--- src/design/positional_insert_delete_list_macros.svh ---
// Assertion macros shared by the list design.
// PIDL_ASSERT_NOW checks the consequent in the same cycle as the antecedent.
// PIDL_ASSERT_NEXT checks it in the cycle after the antecedent.
`ifndef POSITIONAL_INSERT_DELETE_LIST_MACROS_SVH
`define POSITIONAL_INSERT_DELETE_LIST_MACROS_SVH

`ifndef NO_ASSERTIONS

`define PIDL_ASSERT_NOW(label, clk, rst, ante, cons) \
   label: assert property (@(posedge clk) disable iff (rst) (ante) |-> (cons)) \
      else $error("positional_insert_delete_list: assertion failed");

`define PIDL_ASSERT_NEXT(label, clk, rst, ante, cons) \
   label: assert property (@(posedge clk) disable iff (rst) (ante) |=> (cons)) \
      else $error("positional_insert_delete_list: assertion failed");

`else

`define PIDL_ASSERT_NOW(label, clk, rst, ante, cons)

`define PIDL_ASSERT_NEXT(label, clk, rst, ante, cons)

`endif

`endif

--- src/design/pidl_pkg.sv ---
package pidl_pkg;

   localparam int CAPACITY_DEF = 64;

   localparam int DATA_W = 32;
   localparam int POS_W  = 7;
   localparam int CNT_W  = 7;
   localparam int TYPE_W = 2;
   localparam int STAT_W = 2;

   typedef enum logic [TYPE_W-1:0] {
      REQ_INSERT = 2'd0,
      REQ_APPEND = 2'd1,
      REQ_DELETE = 2'd2,
      REQ_READ   = 2'd3
   } req_kind_type;

   typedef enum logic [STAT_W-1:0] {
      ST_OK     = 2'd0,
      ST_BADPOS = 2'd1,
      ST_FULL   = 2'd2
   } status_type;

   // Command broadcast to every cell of the row
   typedef struct packed {
      logic              load;
      logic              shift_up;
      logic              shift_down;
      logic [POS_W-1:0]  idx;
      logic [DATA_W-1:0] value;
   } cmd_type;

endpackage

--- src/design/pidl_cell.sv ---
module pidl_cell import pidl_pkg::*; #(
   parameter int INDEX = 0
) (
   input  logic              clock,
   input  cmd_type           cmd,
   input  logic [DATA_W-1:0] left_data,
   input  logic [DATA_W-1:0] right_data,
   output logic [DATA_W-1:0] data,
   output logic [DATA_W-1:0] sel_data
);

   localparam logic [POS_W-1:0] MY_IDX = POS_W'(INDEX);

   logic [DATA_W-1:0] data_ff;
   logic [DATA_W-1:0] data_in;

   // Pick the new entry: load at the target, take the left neighbor above it
   // on insert, take the right neighbor from the target up on delete
   always_comb begin
      data_in = data_ff;
      if (cmd.load && (cmd.idx == MY_IDX)) begin
         data_in = cmd.value;
      end else if (cmd.shift_up && (cmd.idx < MY_IDX)) begin
         data_in = left_data;
      end else if (cmd.shift_down && (cmd.idx <= MY_IDX)) begin
         data_in = right_data;
      end
   end

   always_ff @(posedge clock) begin
      data_ff <= data_in;
   end

   assign data = data_ff;

   // Offer the entry to the read tree only when this cell is addressed
   assign sel_data = (cmd.idx == MY_IDX) ? data_ff : '0;

endmodule
--- config.mk ---
export PLATFORM = sky130hd
export DESIGN_NAME = pidl_cell
export DESIGN_NICKNAME = d
export VERILOG_FILES = /design/src/design/positional_insert_delete_list_macros.svh /design/src/design/pidl_pkg.sv /design/src/design/pidl_cell.sv
export SDC_FILE = /design/constraint.sdc
export NUM_CORES = 1
export LEC_CHECK = 0
export ABC_CLOCK_PERIOD_IN_PS = 9100
export BUFFER_PORTS_ARGS = -buffer_cell sky130_fd_sc_hd__buf_2
export CAP_MARGIN = 30
export CORE_AREA = 2 2 71 73
export CTS_BUF_LIST = sky130_fd_sc_hd__clkbuf_8 sky130_fd_sc_hd__clkbuf_16
export DETAILED_ROUTE_END_ITERATION = 10
export DIE_AREA = 0 0 73 75
export PLACE_DENSITY_LB_ADDON = 0.1
export REMOVE_ABC_BUFFERS = 1
export SLEW_MARGIN = 0
export SYNTH_ARGS = -nofsm -noshare
export SYNTH_HDL_FRONTEND = slang
export SYNTH_SLANG_ARGS = --single-unit
--- constraint.sdc ---
create_clock -name clock -period 9.1 [get_ports clock]
set_input_delay 1.82 -clock clock [delete_from_list [all_inputs] [get_ports clock]]
set_output_delay 1.82 -clock clock [all_outputs]
set_load 0.005 [all_outputs]
==> impl_results.md <==
- # clock sinks: 32
- Area Growth Syn to Fin: 44.03%
- Layout Nets: between 300 and 400
- Cts bufs inserted: 5
- Total GRT Usage: between 10% and 20%
- Register area share after synthesis: between 50% and 60%
- P_leak: 1.340 nW
- Chip height: 75 um
- DRC: 0
- Via density: 4.523
- Hold Crit Class: primary input to flop
- Vias in the first global route: 1135
- Hold_sp: cmd[29]
- Max incr delay on CP: 0.74 ns
- Chip width: 73 um
- Measured slew at the worst slew-check pin: roughly 0.98 ns
- Hold Path End: data[29]
- Die Footprint: 0.005475 mm2
- Sum Neg Setup Slack: 0 ns
- Final setup fails: 0
- Antenna Cells: 0
- WS Path Type: primary input to output port
- Rows: 25
- Min-Delay Path Depth: 2
- WHS: 1.832 ns
- Yosys cell types: 11
- Fin. Hold Viols: 0
- Clock Root Buffer: clkbuf_8
- Required time of the worst setup path: about 7.3 ns
- Drt pass-1 iters: 4
- Top delay family on crit path: simple AND/OR/NAND/NOR gates
- Htree depth: 2
- Startpoint Class: primary input
- CTS resizes: 0
- First-pass GRT wire length: 5.306 mm
- Share of cells above drive strength 1: about 73%
- Cts hold-fix bufs: 0
- Syn Inst Count: 108
- Port Buffers: 137
- Critical Path Most Common Cell: buf_2
- Post-layout min period: between 5 and 6 ns
- Largest net degree at the start of global routing: 33
- Synthesized flop and latch total: 32
- Netlist Area Pre-Place: between 0.0015 and 0.002 mm2
- Largest buffer count on any clock path: 2
- Final GP Congestion: 0.6880
- Initial Utilization: 37.74%
- Final worst-path cycle share: 61.68%
- Ordered list of cells on the worst path: buf_2 > or4_4 > nor4_2 > buf_4 > and2_1 > buf_2
- Synth warn: 0
- CTS tree: yes
- CP bufs+invs: 3
- Max IR drop VDD: 0.06044 mV
- 1st-iter DRT viols: 41
- Post-DP HPWL: 3.019 mm
- Final wirelength: 3.999 mm
- Ports: roughly 170
- Vias post-DR: roughly 1400
- RSZ-0062 raised after global routing: no
- Remaining global-route overflow: 0
- MaxCap Viol Count: 0
- Slowest cell on crit path: nor4_2
- Wire per inst: 13.24 um
- Initial antenna violation count: 0
- Final ANT Viol Nets: 0
- Core ar.: 0.004661 mm2
- Max reg flops: 32
- Fin. max-slew vios: 0
- Outcome: completed
- Fmax: 178.2 MHz
- Worst Setup End Kind: output port
- Power Dens Cells: around 120 mW/mm2
- Syn Area/Cell: 16.29 um2
- CP Max Fanout: 21
- Worst EP arrival: 3.79 ns
- Relative slew slack: around a third
- Worst-path clk slew: 0.07 ns
- Post-CTS Setup Inserts: 0
[worst max-delay path by stage]
stage / depth (start not counted) / slack, ns / from / to
after floorplan: 3 / 3.12 / cmd[33] / sel_data[0]
after global placement: 6 / 3.44 / cmd[33] / sel_data[28]
after detailed placement: 6 / 3.46 / cmd[33] / sel_data[10]
after CTS: 6 / 3.45 / cmd[33] / sel_data[10]
after global routing: 6 / 3.26 / cmd[33] / sel_data[10]
final: 6 / 3.49 / cmd[33] / sel_data[10]
[power by group]
| part | switching [mW] | total (mW) | internal (mW) |
|---|---|---|---|
| logic | 0.00772 | 0.0293 | 0.0216 |
| clock network | 0.0503 | 0.102 | 0.0518 |
| registers | 0.000302 | 0.163 | 0.163 |
| total | 0.0583 | 0.295 | 0.236 |
[area by class of cell]
class,count,area (um2)
Clock buffer,5,68.82
Clock inverter,3,13.76
Fill cell,421,2127
Multi-Input combinational cell,69,721.9
Sequential cell,32,960.9
Tap cell,54,67.56
Timing Repair Buffer,139,700.7
[per-stage QoR]
step	util, %	setup WS, ns	instance area (um2)	instances	power [mW]
2_1_floorplan	-	3.117	1677	101	0.1785
3_3_place_gp	52.59	3.437	2451	294	0.1951
3_5_place_dp	52.59	3.456	2451	294	0.1961
4_1_cts	54.36	3.451	2534	302	0.2994
5_1_grt	54.36	3.258	2534	302	0.3067
6_report	54.36	3.487	2534	302	0.2947
[placed cells by master, fill, tap and decap left out, drive strengths merged]
master and instances:
buf 139, and2 32, edfxtp 32, mux2 32, clkbuf 5, clkinv 3
or4 2, nand2b 1, nor4 1, o21a 1
[synthesized netlist by cell type (all sizes together)]
master | number | area [um2]
and2 | 32 | 200.2
edfxtp | 32 | 960.9
mux2 | 32 | 473.0
buf | 4 | 71.32
clkbuf | 3 | 11.26
or4 | 2 | 22.52
nand2b | 1 | 6.260
nor4 | 1 | 6.260
o21a | 1 | 7.510
[per-layer routing]
metal / share of wire, % / track usage, % / vias up / wire length, um
li1: - / - / 668 / -
met1: 36 / 14.22 / 624 / 1451
met2: 55 / 24.02 / 69 / 2203
met3: 7.4 / 4.418 / 5 / 296
met4: 1.2 / 6.173 / 0 / 48
met5: 0 / 0 / - / 0
[kinds of logic after synthesis]
family	synth area share, %
and+or+nand+nor	13.37
muxes	26.88
DFF	54.62
buffers and inverters	4.694
AOI/OAI and AO/OA	0.4269
(Power assumes the default switching activity.)
